## src/hdl/geodetic_to_ecef_defines.svh

```systemverilog
// assertion macros for the geodetic to ecef block
// used by files that check their own pipeline control; expects clk_i and rst_ni in scope
`ifndef GEODETIC_TO_ECEF_DEFINES_SVH
`define GEODETIC_TO_ECEF_DEFINES_SVH

// same-cycle implication
`define G2E_ASSERT(label, ante, cons, msg) \
  label: assert property (@(posedge clk_i) disable iff (!rst_ni) (ante) |-> (cons)) \
    else $error(msg);

// next-cycle implication
`define G2E_ASSERT_NEXT(label, ante, cons, msg) \
  label: assert property (@(posedge clk_i) disable iff (!rst_ni) (ante) |=> (cons)) \
    else $error(msg);

`endif

```

## src/hdl/g2e_pkg.sv

```systemverilog
// shared types, constants and the arctangent table for the geodetic to ecef block
// no dependencies
`timescale 1ns / 1ps

package g2e_pkg;

  localparam int unsigned ANGLE_FRAC_BITS_DEF = 29;

  // field widths
  localparam int unsigned LAT_W = 31;
  localparam int unsigned LON_W = 32;
  localparam int unsigned H_W   = 28;
  localparam int unsigned OUT_W = 34;

  // datapath widths and step counts
  localparam int unsigned CW           = 34;
  localparam int unsigned CORDIC_STEPS = 32;
  localparam int unsigned SQRT_STEPS   = 31;
  localparam int unsigned SQ_W         = 62;
  localparam int unsigned DIV_STEPS    = 34;
  localparam int unsigned DIV_W        = 64;
  localparam int unsigned R_W          = 31;

  // angle and ellipsoid constants, q30 radians and mm
  localparam logic [63:0] HALF_PI_Q30   = 64'd1686629713;
  localparam logic [63:0] PI_Q30        = 64'd3373259426;
  localparam logic [63:0] TWO_PI_Q30    = 64'd6746518852;
  localparam logic [63:0] ONE_Q30       = 64'd1073741824;
  localparam logic [63:0] SEMI_MAJOR_MM = 64'd6378137000;
  localparam logic [63:0] DIVIDEND      = SEMI_MAJOR_MM << 31;
  localparam logic [32:0] E2_Q40        = 33'd7360548640;
  localparam logic signed [CW-1:0] CORDIC_GAIN = 34'sd652032874;

  typedef struct packed {
    logic signed [CW-1:0] x;
    logic signed [CW-1:0] y;
    logic signed [CW-1:0] z;
  } cordic_t;

  typedef struct packed {
    logic [SQ_W-1:0] rem;
    logic [SQ_W-1:0] res;
  } sqrt_t;

  typedef struct packed {
    logic [DIV_W-1:0]     rem;
    logic [R_W-1:0]       r;
    logic [DIV_STEPS-1:0] q;
  } div_t;

  // truncated q30 arctangent of 2^-i
  function automatic logic signed [CW-1:0] atan_q30(input int unsigned i);
    logic [31:0] v;
    case (i)
      0:  v = 32'h3243F6A8;
      1:  v = 32'h1DAC6705;
      2:  v = 32'h0FADBAFC;
      3:  v = 32'h07F56EA6;
      4:  v = 32'h03FEAB76;
      5:  v = 32'h01FFD55B;
      6:  v = 32'h00FFFAAA;
      7:  v = 32'h007FFF55;
      8:  v = 32'h003FFFEA;
      9:  v = 32'h001FFFFD;
      10: v = 32'h000FFFFF;
      11: v = 32'h0007FFFF;
      12: v = 32'h0003FFFF;
      13: v = 32'h0001FFFF;
      14: v = 32'h0000FFFF;
      15: v = 32'h00007FFF;
      16: v = 32'h00003FFF;
      17: v = 32'h00001FFF;
      18: v = 32'h00000FFF;
      19: v = 32'h000007FF;
      20: v = 32'h000003FF;
      21: v = 32'h000001FF;
      22: v = 32'h000000FF;
      23: v = 32'h0000007F;
      24: v = 32'h0000003F;
      25: v = 32'h0000001F;
      26: v = 32'h0000000F;
      27: v = 32'h00000007;
      28: v = 32'h00000003;
      29: v = 32'h00000001;
      default: v = 32'h00000000;
    endcase
    atan_q30 = $signed({2'b00, v});
  endfunction

endpackage

```

## src/hdl/g2e_sqrt_cell.sv

```systemverilog
// one digit of the integer square root, registered
// depends on g2e_pkg
`timescale 1ns / 1ps

module g2e_sqrt_cell #(
  parameter int unsigned STEP = 0
) (
  input  logic           clk_i,
  input  logic           en_i,
  input  g2e_pkg::sqrt_t vec_i,
  output g2e_pkg::sqrt_t vec_o
);
  import g2e_pkg::*;

  localparam int unsigned POS = 2 * (SQRT_STEPS - 1 - STEP);
  localparam logic [SQ_W-1:0] BIT = SQ_W'(1) << POS;

  logic [SQ_W-1:0] trial;
  sqrt_t vec_d, vec_q;

  assign trial = vec_i.res + BIT;

  // try this digit
  always_comb begin
    if (vec_i.rem >= trial) begin
      vec_d.rem = vec_i.rem - trial;
      vec_d.res = (vec_i.res >> 1) + BIT;
    end else begin
      vec_d.rem = vec_i.rem;
      vec_d.res = vec_i.res >> 1;
    end
  end

  always_ff @(posedge clk_i) begin
    if (en_i) vec_q <= vec_d;
  end

  assign vec_o = vec_q;

endmodule

```

## config.mk

```make
export PLATFORM = sky130hd
export DESIGN_NAME = g2e_sqrt_cell
export DESIGN_NICKNAME = d
export VERILOG_FILES = /design/src/hdl/geodetic_to_ecef_defines.svh /design/src/hdl/g2e_pkg.sv /design/src/hdl/g2e_sqrt_cell.sv
export SDC_FILE = /design/constraint.sdc
export NUM_CORES = 1
export LEC_CHECK = 0
export ABC_AREA = 1
export BUFFER_PORTS_ARGS = -buffer_cell sky130_fd_sc_hd__buf_4
export CAP_MARGIN = 20
export CORE_AREA = 2 2 179 181
export DETAILED_ROUTE_END_ITERATION = 16
export DIE_AREA = 0 0 181 183
export GPL_TIMING_DRIVEN = 0
export HOLD_SLACK_MARGIN = 0.05
export PLACE_DENSITY = 0.61
export SLEW_MARGIN = 40
export SYNTH_ARGS = -nofsm -noshare
export SYNTH_HDL_FRONTEND = slang
export SYNTH_SLANG_ARGS = --single-unit
```

## constraint.sdc

```tcl
create_clock -name clk_i -period 3.6 [get_ports clk_i]
set_input_delay 0.36 -clock clk_i [delete_from_list [all_inputs] [get_ports clk_i]]
set_output_delay 0.36 -clock clk_i [all_outputs]
set_load 0.03 [all_outputs]
```

==> impl_metrics.yaml, run 1 <==
floorplan:
  row_count: 65
  initial_utilization: 0.344
  fp.dieArea_um2: 33100
  floorplan.io_pins: 250
  core_area_um2: 31200
  die_width_um: 181
  die_h_um: 183
worst_setup_path:
  critical_path.endpoint_type: "register"
  critical_path.max_stage_delay_ns: 0.41
  worstPathMaxFanout: 10
  critical_path.cell_chain: "buf_4 -> ha_1 -> fa_1 -> inv_1 -> nand3_1 -> nand2_4 -> nand2_1 -> nand2_2 -> nand2_1 -> nand2_2 -> nand2_1 -> nand2_1 -> nand2_1 -> nand3_2 -> buf_2 -> o21ai_0"
  crit_start: "vec_i[0]"
  timing.critical_path.arrival_ns: 2.90
  worst-setup-path-type: "input pin to register"
  critical_path.startpoint_type: "input pin"
  required_ns: 3.76
  critPathSlowestCell: "fa_1"
  critPathMostFrequentCell: "nand2_1"
layout:
  total_area_of_multi_input_combinational_cells_um2: 5390
  fin_nets: 2111
  total_area_of_sequential_cells_um2: 3720
  areaGrowthSynthToFinish_pct: 27.5
  num-fill-cells: 3407
  drive_above_1_share: 0.173
  largest_register_ff_count: 124
  antenna_cells_inserted: 0
power:
  internal-power_mw: 3.50
  switching_power_mw: 2.07
  switching_share: 0.372
  clock_power_share: 0.301
  report.power.total_mw: 5.57
  power.sequential.fraction: 0.333
  power-per-cell-area_nw_per_um2: 407
  peakVddDrop_v: 0.000282
  combPwrFrac: 0.365
  p_leak_nw: 7.70
clock_network:
  cts.sinks: 124
  cts_resized: 0
  worst_setup_hold_path_clk_slew_ns: 0.06
  tritoncts.num_buffers: 17
  clockRootBuffer: "clkbuf_16"
  cts_max_path_buffers: 2
  cts.hold.buffers_added: 0
  cts-htree-levels: 4
  tritoncts_clock_tree: "done"
  cts.repair_timing.setup_buffer_count: 0
grt:
  largest_net_degree_at_the_start_of_global_routing: 65
  grt-ovfl-total: 0
  global_route.peak_usage_layer: "met2"
  wire_length_of_the_first_global_routing_pass_mm: 57.0
  met3_usage: 0.0371
  global_route.usage.met2: 0.366
  initial_antenna_violation_count: 1
  gr-usage-all-layers: 0.228
  grt_pass1_vias: 10220
  grt_use_met1: 0.323
yosys:
  synthesis.area_per_instance_um2: 6.49
  ys_seq_area_frac: 0.347
  synthCells: 1653
  netlist.area_leader.share: 0.347
  synth_largest_area_cell: "edfxtp_1"
  synth_nets: 1842
  post_synth_instance_area_um2: 10700
  post_synth_main_area_contributors: "edfxtp_1 (35%), nand2_1 (22%), inv_1 (14%)"
  netlist-cell-type-count: 30
  synth-seq-cells: 124
  yosys_warnings: 0
detailed_routing:
  drt-initial-drc-count: 773
  detail_route.vias_per_cell: 4.58
  drt.antenna.violating_nets: 0
  drt-total-wl_mm: 37.9
  detailedRoute.firstPassIterationCount: 5
  wire_per_inst_um: 16.2
  post-route-drc-count: 0
  vias: 10693
outcome:
  outcome: "complete, no violations"
timing:
  final_hold_viol_count: 0
  report.final.setup_viol: 0
  period_needed_ns: 2.74
  max_freq_mhz: 366
  report.final.slew_viol_count: 0
  period_share: 0.760
  timing.setup.tns_ns: 0
  grt_setup_unrepaired: "no"
  max_slew_margin: 0.461
  worst_slew_pin_slew_ns: 0.802
placed_design:
  port_buffers: 249
  place_congestion: 0.903
  sum_of_net_half_perimeters_after_detailed_placement_mm: 31.8
worst_hold_path:
  worst_hold_path_type: "input pin to register"
  holdCritStartpoint: "vec_i[51]"
  timing.hold.worst_path_depth: 1
  hold-path-endpoint: "vec_o[50]$_DFFE_PP_"
flow_run:
  drv_cap: 0
[synth_stat cells]
cell type,instances
nand2_1,642
inv_1,398
edfxtp_1,124
nand3_1,119
nor2_1,105
ha_1,62
a21oi_1,38
xor2_1,30
o21ai_0,29
nand4_1,18
buf_2,13
nand3_2,13
nor3_1,12
nor2_2,10
nand2_2,9
inv_2,8
and2_1,5
nor2_4,3
nand3b_1,2
nor3_2,2
xnor2_1,2
a21o_1,1
and3_1,1
buf_12,1
buf_6,1
fa_1,1
nand2_4,1
nor3_4,1
nor4_1,1
o21ai_1,1
[metal layers]
layer | vias to the layer above | routed length [um]
met2 | 310 | 16700
li1 | 5572 | -
met1 | 4786 | 18500
met3 | 25 | 2270
met5 | - | 0
met4 | 0 | 433
[area by class of cell]
type	count	share of cell area
Inverter	406	0.111
Clock buffer	21	0.0322
Clock inverter	11	0.00741
Tap cell	402	0.0368
Multi-Input combinational cell	1108	0.394
Sequential cell	124	0.272
Timing Repair Buffer	250	0.139
Buffer	15	0.00704
[cell usage in the layout, fill, tap and decap left out, drive strengths merged]
| cell type | n |
|---|---|
| nor2 | 118 |
| xnor2 | 2 |
| nor4 | 1 |
| a21o | 1 |
| clkinv | 8 |
| and2 | 5 |
| nor3 | 15 |
| edfxtp | 124 |
| clkinvlp | 1 |
| nand3b | 2 |
| clkbuf | 21 |
| ha | 62 |
| nand4 | 18 |
| and3 | 1 |
| nand2 | 652 |
| bufinv | 2 |
| o21ai | 30 |
| a21oi | 38 |
| inv | 406 |
| buf | 265 |
| xor2 | 30 |
| fa | 1 |
| nand3 | 132 |
[worst max path at each step]
stage / endpoint / cells past startpoint / slack, ns
6_report: vec_o[86]$_DFFE_PP_ / 16 / 0.86
3_5_place_dp: vec_o[86]$_DFFE_PP_ / 16 / 0.39
4_1_cts: vec_o[86]$_DFFE_PP_ / 16 / 0.85
3_3_place_gp: vec_o[62]$_DFFE_PP_ / 16 / 0.43
2_1_floorplan: vec_o[60]$_DFFE_PP_ / 18 / 1.28
5_1_grt: vec_o[86]$_DFFE_PP_ / 17 / 0.72
[kinds of logic after synthesis]
family	synth area share
compound gates	0.0324
xor+xnor	0.0261
fa+ha+maj	0.0742
buf+inv	0.151
flops	0.347
simple gates	0.369
[power by group through the flow]
stage / logic (mW) / clock network, mW / registers [mW]
finish: 2.03 / 1.68 / 1.86
global route: 2.23 / 1.76 / 1.87
CTS: 2.05 / 1.72 / 1.86
detailed placement: 2.04 / 0 / 1.89
global placement: 2.03 / 0 / 1.89
floorplan: 0.900 / 0 / 2.24
[critical path, delay by kind of cell]
family / cells / cell delay, ns
and+or+nand+nor: 10 / 1.15
buffers and inverters: 3 / 0.60
adders and majority gates: 2 / 0.62
AOI/OAI and AO/OA: 1 / 0.16
[metrics by stage]
stage / setup WS (ns) / util / hold slack (ns) / instance area (um2) / cells
2_1_floorplan: 1.28 / - / 0.459 / 10700 / 1653
3_3_place_gp: 0.434 / 0.420 / 0.548 / 13100 / 2304
3_5_place_dp: 0.386 / 0.421 / 0.549 / 13100 / 2305
4_1_cts: 0.848 / 0.438 / 0.0825 / 13700 / 2337
5_1_grt: 0.721 / 0.438 / 0.0872 / 13700 / 2337
6_report: 0.865 / 0.438 / 0.102 / 13700 / 2337
(Power assumes the default switching activity.)
==> run 2, diff against run 1 <==
Settings changed: ABC_AREA 1 to 0, CORE_AREA 2 2 179 181 to 2 2 163 165, DIE_AREA 0 0 181 183 to 0 0 165 167, PLACE_DENSITY 0.61 to 0.65.
Clock period 3.6 ns to 2.4 ns, I/O delays scaled along.
==> run 2 against run 1 <==
Net effect: the run now ends with negative setup slack left; clock power grew 60%; global-route usage shrank 4.5 points; critical path depth shrank 1; sequential share of layout area grew 0.80 points; largest power group unchanged; combinational power grew 60%; final area shrank 2.9%.
==> impl_metrics.yaml, run 2 <==
outcome:
  outcome: "complete, but fails checks"
  failing_checks: "negative setup slack"
timing:
  final_hold_viol_count: 0
  period_share: 1.23
  max_freq_mhz: 339
  max_slew_margin: 0.451
  report.final.setup_viol: 64
  report.final.slew_viol_count: 0
  final_hold_slack_ns: 0.123
  period_needed_ns: 2.95
  setup_ws_ns: -0.548
  timing.setup.tns_ns: -32.69
  grt_setup_unrepaired: "yes"
  worst_slew_pin_slew_ns: 0.817
yosys:
  post_synth_instance_area_um2: 8880
  synth_nets: 1011
  main_combinational_cell_family_by_area_after_synthesis: "compound AO/OA/AOI/OAI gates"
  synthesis.area_per_instance_um2: 10.8
  synth-seq-cells: 124
  post-synth-top-count-cell: "edfxtp_1"
  netlist.area_leader.share: 0.419
  ys_seq_area_frac: 0.419
  number_of_enable_flip_flop_cells_after_synthesis: 124
  post_synth_main_area_contributors: "edfxtp_1 (42%), mux2_4 (9.3%), ha_1 (8.7%)"
  dominantRegCellSynth: "edfxtp_1"
  synthSimpleGateAreaFrac: 0.0934
  synth_async_sr_flop_share: 0
  synthAdderAreaFrac: 0.0896
  share_of_the_synthesized_area_in_compound_gates_ao_oa_aoi_oai: 0.167
  synthCells: 822
  ys_top_cells_by_count: "edfxtp_1 (124), a21oi_1 (82), inv_1 (74)"
  synth_largest_area_cell: "edfxtp_1"
  yosys_warnings: 0
  netlist-cell-type-count: 68
  synth-xor-area-share: 0.0602
  muxShareOfSynthArea: 0.101
placed_design:
  port_buffers: 249
  place_ws_ns: -1.62
  placedCellCount: 1408
  sum_of_net_half_perimeters_after_detailed_placement_mm: 19.2
  postPlaceCellArea_um2: 11400
  place_congestion: 0.892
floorplan:
  initial_utilization: 0.345
  die_width_um: 165
  floorplan.io_pins: 250
  row_count: 59
  core_area_um2: 25800
  fp.dieArea_um2: 27600
  die_h_um: 167
layout:
  commonest_non_fill_non_tap_cell_in_the_layout: "buf_4"
  largest_register_ff_count: 124
  postLayoutCoreUtil: 0.516
  final-instance-count-excl-fill: 1526
  finalInstanceArea_um2: 13300
  antenna_cells_inserted: 0
  mostFrequentLayoutCells: "buf_4 (273), edfxtp_1 (124), a21oi_1 (70), inv_1 (65)"
  fin_nets: 1370
  drive_above_1_share: 0.404
  areaGrowthSynthToFinish_pct: 49.7
worst_hold_path:
  worst_hold_path_type: "input pin to register"
detailed_routing:
  drt.antenna.violating_nets: 0
  wire_per_inst_um: 17.0
  detailedRoute.firstPassIterationCount: 4
  post-route-drc-count: 0
  vias: 7676
  drt-initial-drc-count: 460
  drt-total-wl_mm: 25.9
  detail_route.vias_per_cell: 5.03
grt:
  initial_antenna_violation_count: 0
  gr-usage-all-layers: 0.184
  largest_net_degree_at_the_start_of_global_routing: 66
  grt-ovfl-total: 0
  grt_pass1_vias: 7738
  wire_length_of_the_first_global_routing_pass_mm: 39.8
worst_setup_path:
  worst-setup-path-type: "input pin to register"
  timing.critical_path.arrival_ns: 3.11
  required_ns: 2.56
  worstPathMaxFanout: 7
  critical_path.endpoint_type: "register"
  critical_path.startpoint_type: "input pin"
clock_network:
  tritoncts.num_buffers: 17
  cts_max_path_buffers: 2
  cts-htree-levels: 4
  tritoncts_clock_tree: "done"
  clockRootBuffer: "clkbuf_16"
  cts.sinks: 124
  worst_setup_hold_path_clk_slew_ns: 0.07
power:
  peakVddDrop_v: 0.000390
  p_leak_nw: 5.87
  power-per-cell-area_nw_per_um2: 656
  report.power.total_mw: 8.72
flow_run:
  drv_cap: 0
-- run 2: cell types whose count changed after synthesis, moves of 37 or more --
cell,before,now
mux2_4,0,55
nor2_1,105,34
inv_1,398,74
a21oi_1,38,82
nand2_1,642,63
nand3_1,119,11
xnor2_1,2,39
-- run 2: timing repair --
item	4_1_cts	5_1_grt
buffers inserted	30	1
endpoints found under the setup margin	64	64
cloned	0	5
hold endpoints to repair	60	0
pin swaps	23	8
hold buffers	60	0
gates resized for setup	72	28
-- run 2: where the power goes --
part           internal, mW  leakage (nW)  switching [mW]
sequential             2.71          1.21          0.0661
combinational          1.56          4.37            1.69
clock                  1.71         0.285           0.982
total                  5.97          5.87            2.74
-- run 2: final timing paths --
path	start	end	slack, ns	depth (start not counted)
min	vec_i[73]	vec_o[73]$_DFFE_PP_	0.12	2
max	vec_i[9]	vec_o[92]$_DFFE_PP_	-0.55	15
-- run 2: per-layer routing --
layer,part of all wire,GRT usage,up-vias
li1,-,-,3728
met1,0.44,0.240,3673
met2,0.49,0.306,245
met3,0.058,0.0389,30
met4,0.015,0.0510,0
met5,0,0,-
-- run 2: cell type report --
class	count	area, um2
buffer	29	318
inverter	74	303
multi-input combinational	588	5000
fill	2313	12500
sequential	124	3720
clock inverter	10	150
clock buffer	19	433
timing repair buffer	347	2940
tap	335	419
-- run 2: critical path: stages --
cell	delay, ns
buf_6	0.08
inv_6	0.03
ha_4	0.25
nand4_1	0.16
o311ai_4	0.13
o32a_2	0.34
o31a_4	0.14
o2111ai_4	0.27
a21oi_4	0.14
a31oi_4	0.24
o21ai_2	0.09
a211oi_4	0.27
buf_8	0.22
clkbuf_16	0.18
mux2_4	0.29
-- run 2: kinds of logic after synthesis --
kind of cell | Yosys count
compound gates | 230
xor+xnor | 61
fa+ha+maj | 63
buf+inv | 110
flops | 124
mux | 62
simple gates | 172
