**config.mk**
```make
export PLATFORM = sky130hd
export DESIGN_NAME = g2e_div_cell
export DESIGN_NICKNAME = d
export VERILOG_FILES = /design/src/hdl/geodetic_to_ecef_defines.svh /design/src/hdl/g2e_pkg.sv /design/src/hdl/g2e_div_cell.sv
export SDC_FILE = /design/constraint.sdc
export NUM_CORES = 1
export LEC_CHECK = 0
export BUFFER_PORTS_ARGS = -buffer_cell sky130_fd_sc_hd__buf_2
export CAP_MARGIN = 10
export CORE_MARGIN = 2
export CORE_UTILIZATION = 50
export CTS_CLUSTER_DIAMETER = 200
export CTS_CLUSTER_SIZE = 10
export DETAILED_ROUTE_END_ITERATION = 6
export PLACE_DENSITY = 0.81
export SYNTH_ARGS = -nofsm -noshare
export SYNTH_HDL_FRONTEND = slang
export SYNTH_SLANG_ARGS = --single-unit
```
**constraint.sdc**
```tcl
create_clock -name clk_i -period 3.85 [get_ports clk_i]
set_input_delay 0.5775 -clock clk_i [delete_from_list [all_inputs] [get_ports clk_i]]
set_output_delay 0.5775 -clock clk_i [all_outputs]
set_load 0.05 [all_outputs]
```
**src/hdl/geodetic_to_ecef_defines.svh**
```systemverilog
// assertion macros for the geodetic to ecef block
// used by files that check their own pipeline control; expects clk_i and rst_ni in scope
`ifndef GEODETIC_TO_ECEF_DEFINES_SVH
`define GEODETIC_TO_ECEF_DEFINES_SVH

// same-cycle implication
`define G2E_ASSERT(label, ante, cons, msg) \
  label: assert property (@(posedge clk_i) disable iff (!rst_ni) (ante) |-> (cons)) \
    else $error(msg);

// next-cycle implication
`define G2E_ASSERT_NEXT(label, ante, cons, msg) \
  label: assert property (@(posedge clk_i) disable iff (!rst_ni) (ante) |=> (cons)) \
    else $error(msg);

`endif

```
**src/hdl/g2e_pkg.sv**
```systemverilog
// shared types, constants and the arctangent table for the geodetic to ecef block
// no dependencies
`timescale 1ns / 1ps

package g2e_pkg;

  localparam int unsigned ANGLE_FRAC_BITS_DEF = 29;

  // field widths
  localparam int unsigned LAT_W = 31;
  localparam int unsigned LON_W = 32;
  localparam int unsigned H_W   = 28;
  localparam int unsigned OUT_W = 34;

  // datapath widths and step counts
  localparam int unsigned CW           = 34;
  localparam int unsigned CORDIC_STEPS = 32;
  localparam int unsigned SQRT_STEPS   = 31;
  localparam int unsigned SQ_W         = 62;
  localparam int unsigned DIV_STEPS    = 34;
  localparam int unsigned DIV_W        = 64;
  localparam int unsigned R_W          = 31;

  // angle and ellipsoid constants, q30 radians and mm
  localparam logic [63:0] HALF_PI_Q30   = 64'd1686629713;
  localparam logic [63:0] PI_Q30        = 64'd3373259426;
  localparam logic [63:0] TWO_PI_Q30    = 64'd6746518852;
  localparam logic [63:0] ONE_Q30       = 64'd1073741824;
  localparam logic [63:0] SEMI_MAJOR_MM = 64'd6378137000;
  localparam logic [63:0] DIVIDEND      = SEMI_MAJOR_MM << 31;
  localparam logic [32:0] E2_Q40        = 33'd7360548640;
  localparam logic signed [CW-1:0] CORDIC_GAIN = 34'sd652032874;

  typedef struct packed {
    logic signed [CW-1:0] x;
    logic signed [CW-1:0] y;
    logic signed [CW-1:0] z;
  } cordic_t;

  typedef struct packed {
    logic [SQ_W-1:0] rem;
    logic [SQ_W-1:0] res;
  } sqrt_t;

  typedef struct packed {
    logic [DIV_W-1:0]     rem;
    logic [R_W-1:0]       r;
    logic [DIV_STEPS-1:0] q;
  } div_t;

  // truncated q30 arctangent of 2^-i
  function automatic logic signed [CW-1:0] atan_q30(input int unsigned i);
    logic [31:0] v;
    case (i)
      0:  v = 32'h3243F6A8;
      1:  v = 32'h1DAC6705;
      2:  v = 32'h0FADBAFC;
      3:  v = 32'h07F56EA6;
      4:  v = 32'h03FEAB76;
      5:  v = 32'h01FFD55B;
      6:  v = 32'h00FFFAAA;
      7:  v = 32'h007FFF55;
      8:  v = 32'h003FFFEA;
      9:  v = 32'h001FFFFD;
      10: v = 32'h000FFFFF;
      11: v = 32'h0007FFFF;
      12: v = 32'h0003FFFF;
      13: v = 32'h0001FFFF;
      14: v = 32'h0000FFFF;
      15: v = 32'h00007FFF;
      16: v = 32'h00003FFF;
      17: v = 32'h00001FFF;
      18: v = 32'h00000FFF;
      19: v = 32'h000007FF;
      20: v = 32'h000003FF;
      21: v = 32'h000001FF;
      22: v = 32'h000000FF;
      23: v = 32'h0000007F;
      24: v = 32'h0000003F;
      25: v = 32'h0000001F;
      26: v = 32'h0000000F;
      27: v = 32'h00000007;
      28: v = 32'h00000003;
      29: v = 32'h00000001;
      default: v = 32'h00000000;
    endcase
    atan_q30 = $signed({2'b00, v});
  endfunction

endpackage

```
**src/hdl/g2e_div_cell.sv**
```systemverilog
// one quotient bit of the restoring divider, registered
// depends on g2e_pkg
`timescale 1ns / 1ps

module g2e_div_cell #(
  parameter int unsigned BIT_POS = 0
) (
  input  logic          clk_i,
  input  logic          en_i,
  input  g2e_pkg::div_t vec_i,
  output g2e_pkg::div_t vec_o
);
  import g2e_pkg::*;

  logic [DIV_W-1:0] dsr;
  div_t vec_d, vec_q;

  assign dsr = DIV_W'(vec_i.r) << BIT_POS;

  // compare and subtract shifted divisor
  always_comb begin
    vec_d = vec_i;
    if (vec_i.rem >= dsr) begin
      vec_d.rem        = vec_i.rem - dsr;
      vec_d.q[BIT_POS] = 1'b1;
    end
  end

  always_ff @(posedge clk_i) begin
    if (en_i) vec_q <= vec_d;
  end

  assign vec_o = vec_q;

endmodule

```
==> run_results.csv, run 1 <==
group,metric,value,unit
clock_network,cts_tree,"done",
route,drt_first_pass_iters,5,
finish,fin_nets,1082,
clock_network,htree_levels,4,
power_and_ir_drop,switching_share,32.8,%
synth,syn_avg_cell_area,11.0,um^2
clock_network,clock-sinks,129,
outcome,status,"completed",
grt,grt_pass1_vias,5761,
grt,grt_start_max_net_pins,60,
setup_path,crit_arrival,3560,ps
finish,layout_commonest_cell,"buf_2",
sta,final.setup.tns,0,ps
route,drt_iter0_drc,678,
power_and_ir_drop,p_seq_share,38.9,%
clock_network,cts_buffers,17,
synth,syn_area,0.00703,mm^2
route,vias,6200,
sta,slew_viol_final,0,
clock_network,clk_path_buf_depth,2,
grt,grt_overflow_total,0,
synth,synth_top_family_by_area,"simple AND/OR/NAND/NOR gates",
sta,rsz0062_at_grt,"false",
synth,synthCells,637,
grt,grtUsageTotal,25.3,%
finish,final_cell_mix,"buf_2 (258), edfxtp_1 (129), nand2_1 (68), o21ai_0 (45), nor2_1 (41)",
synth,synth-xor-area-share,7.23,%
sta,tightest_slew,638,ps
synth,synth_top_area_share,55.1,%
power_and_ir_drop,p_sw,1.48,mW
finish,n_antenna_cell,0,
floorplan,std_cell_rows,43,
floorplan,core,0.0138,mm^2
synth,synth_area_leader_cell,"edfxtp_1",
placement,gp_congestion,0.933,
clock_network,postCtsSetupBuffers,0,
route,drc,0,
route,drtAntennaViolNets,0,
synth,synth_cell_type_count,57,
placement,place_area,0.00862,mm^2
setup_path,end_kind,"flop",
clock_network,clock-root-buffer,"clkbuf_16",
route,wl_per_cell,17.5,um
synth,synthAdderAreaFrac,5.80,%
setup_path,start_kind,"input port",
floorplan,start_util,50.8,%
setup_path,required,3990,ps
synth,ys.flop_type,"edfxtp_1",
synth,ys.warnings.count,0,
synth,synth-simple-area-share,15.4,%
synth,synth_edf_count,129,
placement,placedCellCount,1080,
synth,synthMuxAreaShare,0,%
synth,syn_nets,800,
power_and_ir_drop,p_clk_share,35.2,%
setup_path,path_class,"in -> reg",
floorplan,chipWidth,123,um
power_and_ir_drop,power_density,491,mW/mm^2
setup_path,cp_max_fo,10,
power_and_ir_drop,p_int,3.03,mW
flow_run,drv_cap,0,
sta,fmax,293,MHz
floorplan,die-area,0.0150,mm^2
power_and_ir_drop,finalPower,4.52,mW
power_and_ir_drop,comb_power_share,25.9,%
placement,hpwl,14.8,mm
sta,fin_crit_sh,88.8,%
grt,grt_pass1_wl,29.0,mm
synth,ys_seq_elements,129,
synth,yosysSeqAreaShare,55.1,%
synth,synth_compound_area_share,13.3,%
finish,final_area,0.00920,mm^2
sta,setup_viol,0,
sta,period_needed,3420,ps
grt,antenna_found_initial,0,
sta,finalHoldViolCount,0,
floorplan,ios,260,
power_and_ir_drop,p_leak,3.90,nW
hold_path,min_path_type,"in -> reg",
finish,stdcell_count,1111,
route,routed_wl,19.5,mm
floorplan,die_h,123,um
synth,synthTopCellsByArea,"edfxtp_1 (55%), ha_1 (5.5%), nand2_1 (3.6%), xnor2_1 (3.6%), xor2_1 (3.6%)",
power_and_ir_drop,ir_drop,0.281,mV
route,via_per_inst,5.58,
synth,synth_async_sr_flop_share,0,%
finish,drive_above_1_share,33.9,%
finish,syn2layout_area_growth,30.9,%
sta,slew_headroom,57.1,%
clock_network,cts_hold_repair.buffers,0,
clock_network,ctsResizeCount,0,
finish,largest_register_ffs,129,
placement,port-buffer-count,259,
clock_network,cts.clk_slew.worst_paths,60,ps
-- stage by stage --
step                hold slack (ps)  util, %  setup slack [ps]
floorplan                       676        -               621
global placement                754     62.4               199
detailed placement              756     62.4               137
CTS                             321     66.5               543
global route                    321     66.5               286
finish                          337     66.5               433
-- power by group through the flow --
stage          Sequential [mW]  Combinational, mW  Clock, mW
6_report                  1.75               1.17       1.59
5_1_grt                   1.77               1.24       1.67
4_1_cts                   1.76               1.17       1.60
3_5_place_dp              1.78               1.16          0
3_3_place_gp              1.78               1.15          0
2_1_floorplan             2.28              0.320          0
-- cell usage after synthesis, types with 12 or more instances --
| cell | instances |
|---|---|
| a21o_1 | 12 |
| a21oi_1 | 35 |
| edfxtp_1 | 129 |
| ha_1 | 31 |
| inv_1 | 38 |
| nand2_1 | 68 |
| nand3_1 | 16 |
| nand4_1 | 13 |
| nor2_1 | 41 |
| nor3_1 | 21 |
| nor4_1 | 15 |
| o21ai_0 | 45 |
| xnor2_1 | 29 |
| xor2_1 | 29 |
-- kinds of logic after synthesis --
kind of cell | after synthesis
xor+xnor | 58
simple gates | 215
compound gates | 151
fa+ha+maj | 32
flops | 129
buf+inv | 52
-- per-layer routing --
layer  vias to the layer above  GRT usage, %  share of wire (%)
met4                         0          11.1                3.1
met3                        57          5.16                7.8
li1                       2950             -                  -
met2                       311          40.2                 48
met1                      2882          33.6                 42
met5                         -             0                  0
-- worst max-delay path, stage by stage --
cell and delay (ps):
buf_2 110, ha_1 220, fa_1 410, nand2b_1 190, a21oi_1 260, o211ai_1 180
o211ai_1 360, a21o_1 370, nand3_1 340, o41ai_1 380, o21ai_0 150
-- worst paths after layout --
kind	from	to	slack, ps	cells past startpoint
max	vec_i[34]	vec_o[107]	430	11
min	vec_i[6]	vec_o[6]	340	1
-- cell type report --
class	count	area, um^2
Clock inverter	12	141
Clock buffer	19	433
Sequential cell	129	3870
Fill cell	1086	4630
Multi-Input combinational cell	456	2940
Timing Repair Buffer	277	1450
Tap cell	180	225
Inverter	38	143
Power figures use the tool's default switching activity.
==> run 2, diff against run 1 <==
--- a/config.mk
+++ b/config.mk
@@ -12,6 +12,7 @@
 export CTS_CLUSTER_DIAMETER = 200
 export CTS_CLUSTER_SIZE = 10
 export DETAILED_ROUTE_END_ITERATION = 6
+export GPL_TIMING_DRIVEN = 0
 export PLACE_DENSITY = 0.81
 export SYNTH_ARGS = -nofsm -noshare
 export SYNTH_HDL_FRONTEND = slang
==> constraint.sdc (replaced) <==
create_clock -name clk_i -period 3.15 [get_ports clk_i]
set_input_delay 0.4725 -clock clk_i [delete_from_list [all_inputs] [get_ports clk_i]]
set_output_delay 0.4725 -clock clk_i [all_outputs]
set_load 0.05 [all_outputs]
==> run 2 against run 1 <==
Effect of this change: sequential share of layout area is 0.30 points lower; clock power is 17% higher; combinational power is 22% higher; utilization is 0.48 points higher; flip-flop and latch count stayed put; cell count stayed put; via count is 1.3% lower; setup slack worse by 350 ps; largest power group unchanged; highest routed layer unchanged.
==> run_results.csv, run 2 (same netlist as run 1, synthesis figures left out) <==
group,metric,value,unit
power_and_ir_drop,p_seq_share,39.4,%
sta,period_needed,3070,ps
power_and_ir_drop,switching_share,34.4,%
floorplan,core,0.0138,mm^2
finish,stdcell_count,1111,
floorplan,std_cell_rows,43,
setup_path,required,3300,ps
power_and_ir_drop,p_clk_share,34.2,%
route,vias,6117,
finish,final_cell_mix,"buf_2 (262), edfxtp_1 (129), nand2_1 (68), o21ai_0 (43), nor2_1 (41)",
floorplan,ios,260,
grt,grt_pass1_vias,5840,
route,drt_first_pass_iters,5,
setup_path,end_kind,"flop",
route,routed_wl,19.1,mm
floorplan,start_util,50.8,%
power_and_ir_drop,p_sw,1.87,mW
power_and_ir_drop,p_leak,3.88,nW
power_and_ir_drop,power_density,586,mW/mm^2
setup_path,path_buf_inv,4,
grt,top_usage_layer,"met2",
sta,setup_viol,0,
grt,grt_start_max_net_pins,101,
setup_path,crit_path_cell_trace,"buf_2 > inv_1 > ha_1 > fa_1 > nand2b_1 > a21oi_2 > o211ai_1 > o211ai_1 > buf_4 > a21o_1 > buf_6 > nand3_2 > nor3_1 > xor2_1",
setup_path,crit_arrival,3220,ps
finish,largest_register_ffs,129,
placement,gp_congestion,0.910,
grt,grtUsageMet3,6.83,%
route,drtAntennaViolNets,0,
sta,hold_ws,223,ps
floorplan,chipWidth,123,um
clock_network,cts.clk_slew.worst_paths,60,ps
clock_network,cts_tree,"done",
sta,fmax,326,MHz
power_and_ir_drop,p_int,3.56,mW
route,wl_per_cell,17.2,um
setup_path,critPathMostFrequentCell,"o211ai_1",
finish,n_antenna_cell,0,
sta,slew_viol_final,0,
finish,drive_above_1_share,35.2,%
placement,placedCellCount,1076,
outcome,status,"completed",
grt,met2_usage,41.6,%
grt,grt_use_met1,31.8,%
grt,antenna_found_initial,0,
sta,tightest_slew,876,ps
placement,hpwl,14.6,mm
floorplan,die_h,123,um
grt,grt_pass1_wl,28.9,mm
setup_path,start_kind,"input port",
floorplan,die-area,0.0150,mm^2
route,drt_iter0_drc,419,
clock_network,clock-root-buffer,"clkbuf_16",
power_and_ir_drop,ir_drop,0.327,mV
sta,fin_crit_sh,97.5,%
setup_path,cp_slowest_cell,"fa_1",
route,via_per_inst,5.51,
setup_path,cp_max_fo,10,
flow_run,drv_cap,0,
setup_path,path_delay_family,"compound AO/OA/AOI/OAI gates",
grt,grt_overflow_total,0,
finish,fin_nets,1081,
setup_path,path_class,"in -> reg",
route,drc,0,
clock_network,clk_path_buf_depth,2,
power_and_ir_drop,comb_power_share,26.4,%
hold_path,min_path_type,"in -> reg",
clock_network,htree_levels,4,
clock_network,clock-sinks,129,
grt,grtUsageTotal,25.3,%
sta,slew_headroom,41.1,%
finish,layout_commonest_cell,"buf_2",
finish,syn2layout_area_growth,31.8,%
placement,port-buffer-count,258,
setup_path,cpPeakStageDelay,410,ps
finish,nFillCells,1071,
clock_network,cts_buffers,17,
sta,finalHoldViolCount,0,
## run 2: power groups by stage
| stage | Sequential, mW | Clock (mW) | Combinational (mW) |
|---|---|---|---|
| finish | 2.14 | 1.86 | 1.43 |
| global route | 2.16 | 1.95 | 1.53 |
| CTS | 2.14 | 1.88 | 1.42 |
| detailed placement | 2.17 | 0 | 1.41 |
| global placement | 2.17 | 0 | 1.39 |
| floorplan | 2.79 | 0 | 0.391 |
## run 2: worst paths after layout
| path | startpoint | end | slack (ps) | cells after the start |
|---|---|---|---|---|
| max | vec_i[65] | vec_o[113] | 80 | 14 |
| min | vec_i[3] | vec_o[3] | 220 | 1 |
## run 2: per-stage QoR
stage / util, % / setup TNS (ps) / power [mW] / setup slack [ps] / instance area (um^2)
4_1_cts: 66.4 / 0 / 5.44 / 39.9 / 9190
6_report: 67.0 / 0 / 5.43 / 80.0 / 9270
3_5_place_dp: 62.0 / -21620 / 3.58 / -789 / 8580
2_1_floorplan: - / 0 / 3.18 / 25.6 / 7030
5_1_grt: 67.0 / -33.3 / 5.64 / -29.9 / 9270
3_3_place_gp: 61.8 / -20120 / 3.56 / -735 / 8540
## run 2: repair_timing
action,4_1_cts,5_1_grt
setup endpoints to repair,16,28
gates resized for setup,6,16
setup buffers,3,0
hold buffers,0,0
gates cloned,0,0
pin swaps,2,0
## run 2: layout make-up
class,instances,area [um^2],area share (%)
clock inverters,15,136,1.47
clock buffers,17,425,4.59
inverters,38,143,1.54
well taps,180,225,2.43
repair buffers,262,1350,14.5
plain buffers,14,76.3,0.824
multi-input cells,456,3040,32.8
flip-flops and latches,129,3870,41.8
## run 2: per-layer routing
| metal | share of wire (%) | up-vias |
|---|---|---|
| li1 | - | 2953 |
| met1 | 41 | 2842 |
| met2 | 49 | 292 |
| met3 | 8.3 | 30 |
| met4 | 1.9 | 0 |
| met5 | 0 | - |
==> run 3, diff against run 2 <==
--- a/config.mk
+++ b/config.mk
@@ -5,7 +5,7 @@
 export SDC_FILE = /design/constraint.sdc
 export NUM_CORES = 1
 export LEC_CHECK = 0
-export BUFFER_PORTS_ARGS = -buffer_cell sky130_fd_sc_hd__buf_2
+export BUFFER_PORTS_ARGS = -buffer_cell sky130_fd_sc_hd__buf_4
 export CAP_MARGIN = 10
 export CORE_MARGIN = 2
 export CORE_UTILIZATION = 50
==> run 3 against run 2 <==
Effect of this change: via count rose by 0.93%; setup slack better by 31 ps; combinational power rose by 9.8%; cell count is essentially flat; global-route usage increased by 0.55 points; design area rose by 7.1%; largest power group unchanged.
==> run_results.csv, run 3 (same netlist as run 1, synthesis figures left out) <==
group,metric,value,unit
outcome,status,"completed",
sta,finalHoldViolCount,0,
placement,gp_congestion,0.892,
setup_path,end_kind,"flop",
grt,grt_pass1_vias,5892,
route,drtAntennaViolNets,0,
setup_path,cp_max_fo,10,
finish,seq_area,0.00387,mm^2
floorplan,ios,260,
finish,stdcell_count,1112,
power_and_ir_drop,finalPower,5.63,mW
sta,fmax,329,MHz
setup_path,start_kind,"input port",
floorplan,die_h,123,um
sta,tightest_slew,906,ps
clock_network,clock-sinks,129,
route,routed_wl,19.4,mm
hold_path,hp-start,"vec_i[20]",
floorplan,core,0.0138,mm^2
placement,place_area,0.00922,mm^2
flow_run,drv_cap,0,
floorplan,die-area,0.0150,mm^2
finish,final_cell_mix,"buf_4 (264), edfxtp_1 (129), nand2_1 (68), o21ai_0 (43), nor2_1 (41)",
clock_network,clk_path_buf_depth,2,
hold_path,hold_depth,1,
hold_path,min_to,"vec_o[20]",
route,drt_first_pass_iters,6,
hold_path,min_path_type,"in -> reg",
sta,period_needed,3040,ps
finish,multiInputGateArea,0.00303,mm^2
setup_path,required,3290,ps
route,drt_iter0_drc,505,
grt,grt_pass1_wl,29.7,mm
finish,layout_commonest_cell,"buf_4",
grt,grt_overflow_total,0,
power_and_ir_drop,p_leak,4.11,nW
sta,fin_crit_sh,96.5,%
floorplan,std_cell_rows,43,
finish,final_area,0.00992,mm^2
route,via_per_inst,5.55,
sta,slew_viol_final,0,
grt,grt_start_max_net_pins,103,
floorplan,start_util,50.8,%
clock_network,htree_levels,4,
finish,n_antenna_cell,0,
placement,port-buffer-count,258,
sta,setup_viol,0,
grt,antenna_found_initial,0,
finish,fin_nets,1083,
power_and_ir_drop,ir_drop,0.310,mV
setup_path,path_class,"in -> reg",
placement,hpwl,15.0,mm
clock_network,cts_tree,"done",
route,vias,6174,
power_and_ir_drop,power_density,567,mW/mm^2
clock_network,cts_buffers,17,
clock_network,clock-root-buffer,"clkbuf_16",
route,wl_per_cell,17.5,um
floorplan,chipWidth,123,um
route,drc,0,
finish,largest_register_ffs,129,
sta,slew_headroom,39.1,%
finish,nFillCells,1011,
grt,grtUsageTotal,25.8,%
placement,placedCellCount,1076,
sta,rsz0062_at_grt,"false",
finish,drive_above_1_share,34.9,%
finish,syn2layout_area_growth,41.2,%
clock_network,cts.clk_slew.worst_paths,60,ps
setup_path,crit_arrival,3180,ps
run 3: worst max path at each step:
stage                    from    endpoint  slack (ps)
floorplan           vec_i[65]  vec_o[114]          30
global placement    vec_i[34]  vec_o[120]        -750
detailed placement  vec_i[34]  vec_o[120]        -760
CTS                 vec_i[41]  vec_o[100]          20
global route        vec_i[62]  vec_o[109]           7
finish              vec_i[34]  vec_o[109]         110
run 3: stage by stage:
step	worst slack, ps	setup TNS (ps)	utilization (%)	hold WS (ps)
finish	111	0	71.8	230
global route	7.10	0	71.8	213
CTS	21.2	0	71.2	216
detailed placement	-761	-22430	66.7	652
global placement	-748	-20740	66.5	650
floorplan	25.6	0	-	571
run 3: layer usage:
metal / vias up / global-route usage (%) / share of wire, %
met5: - / 0 / 0
met4: 0 / 9.63 / 2.5
met3: 43 / 6.32 / 7.3
met2: 269 / 41.7 / 48
met1: 2906 / 33.8 / 42
li1: 2956 / - / -
run 3: timing repair:
action	4_1_cts	5_1_grt
pin swaps	2	0
hold buffers	0	0
resized for setup	7	13
buffers inserted	3	2
endpoints found under the setup margin	17	35
run 3: layout make-up:
type	count	area share, %
Sequential cell	129	39.0
Multi-Input combinational cell	456	30.5
Clock buffer	18	4.33
Clock inverter	13	1.41
Inverter	38	1.44
Tap cell	180	2.27
Timing Repair Buffer	264	20.2
Buffer	14	0.769
run 3: worst max-delay path: stages:
cell and delay (ps):
buf_4 120, ha_1 210, fa_1 400, nand2b_1 200, a21oi_2 220, o211ai_1 190, o211ai_1 210, buf_4 150
a21o_1 220, buf_6 170, nand3_2 170, nor3_1 300, xor2_1 150
run 3: report_power, final:
part           internal (mW)  leakage [nW]  total [mW]  switching, mW
registers               2.10          1.26        2.15         0.0461
logic                  0.515          2.58        1.57           1.06
clock network           1.16         0.270        1.91          0.749
total                   3.78          4.11        5.63           1.85
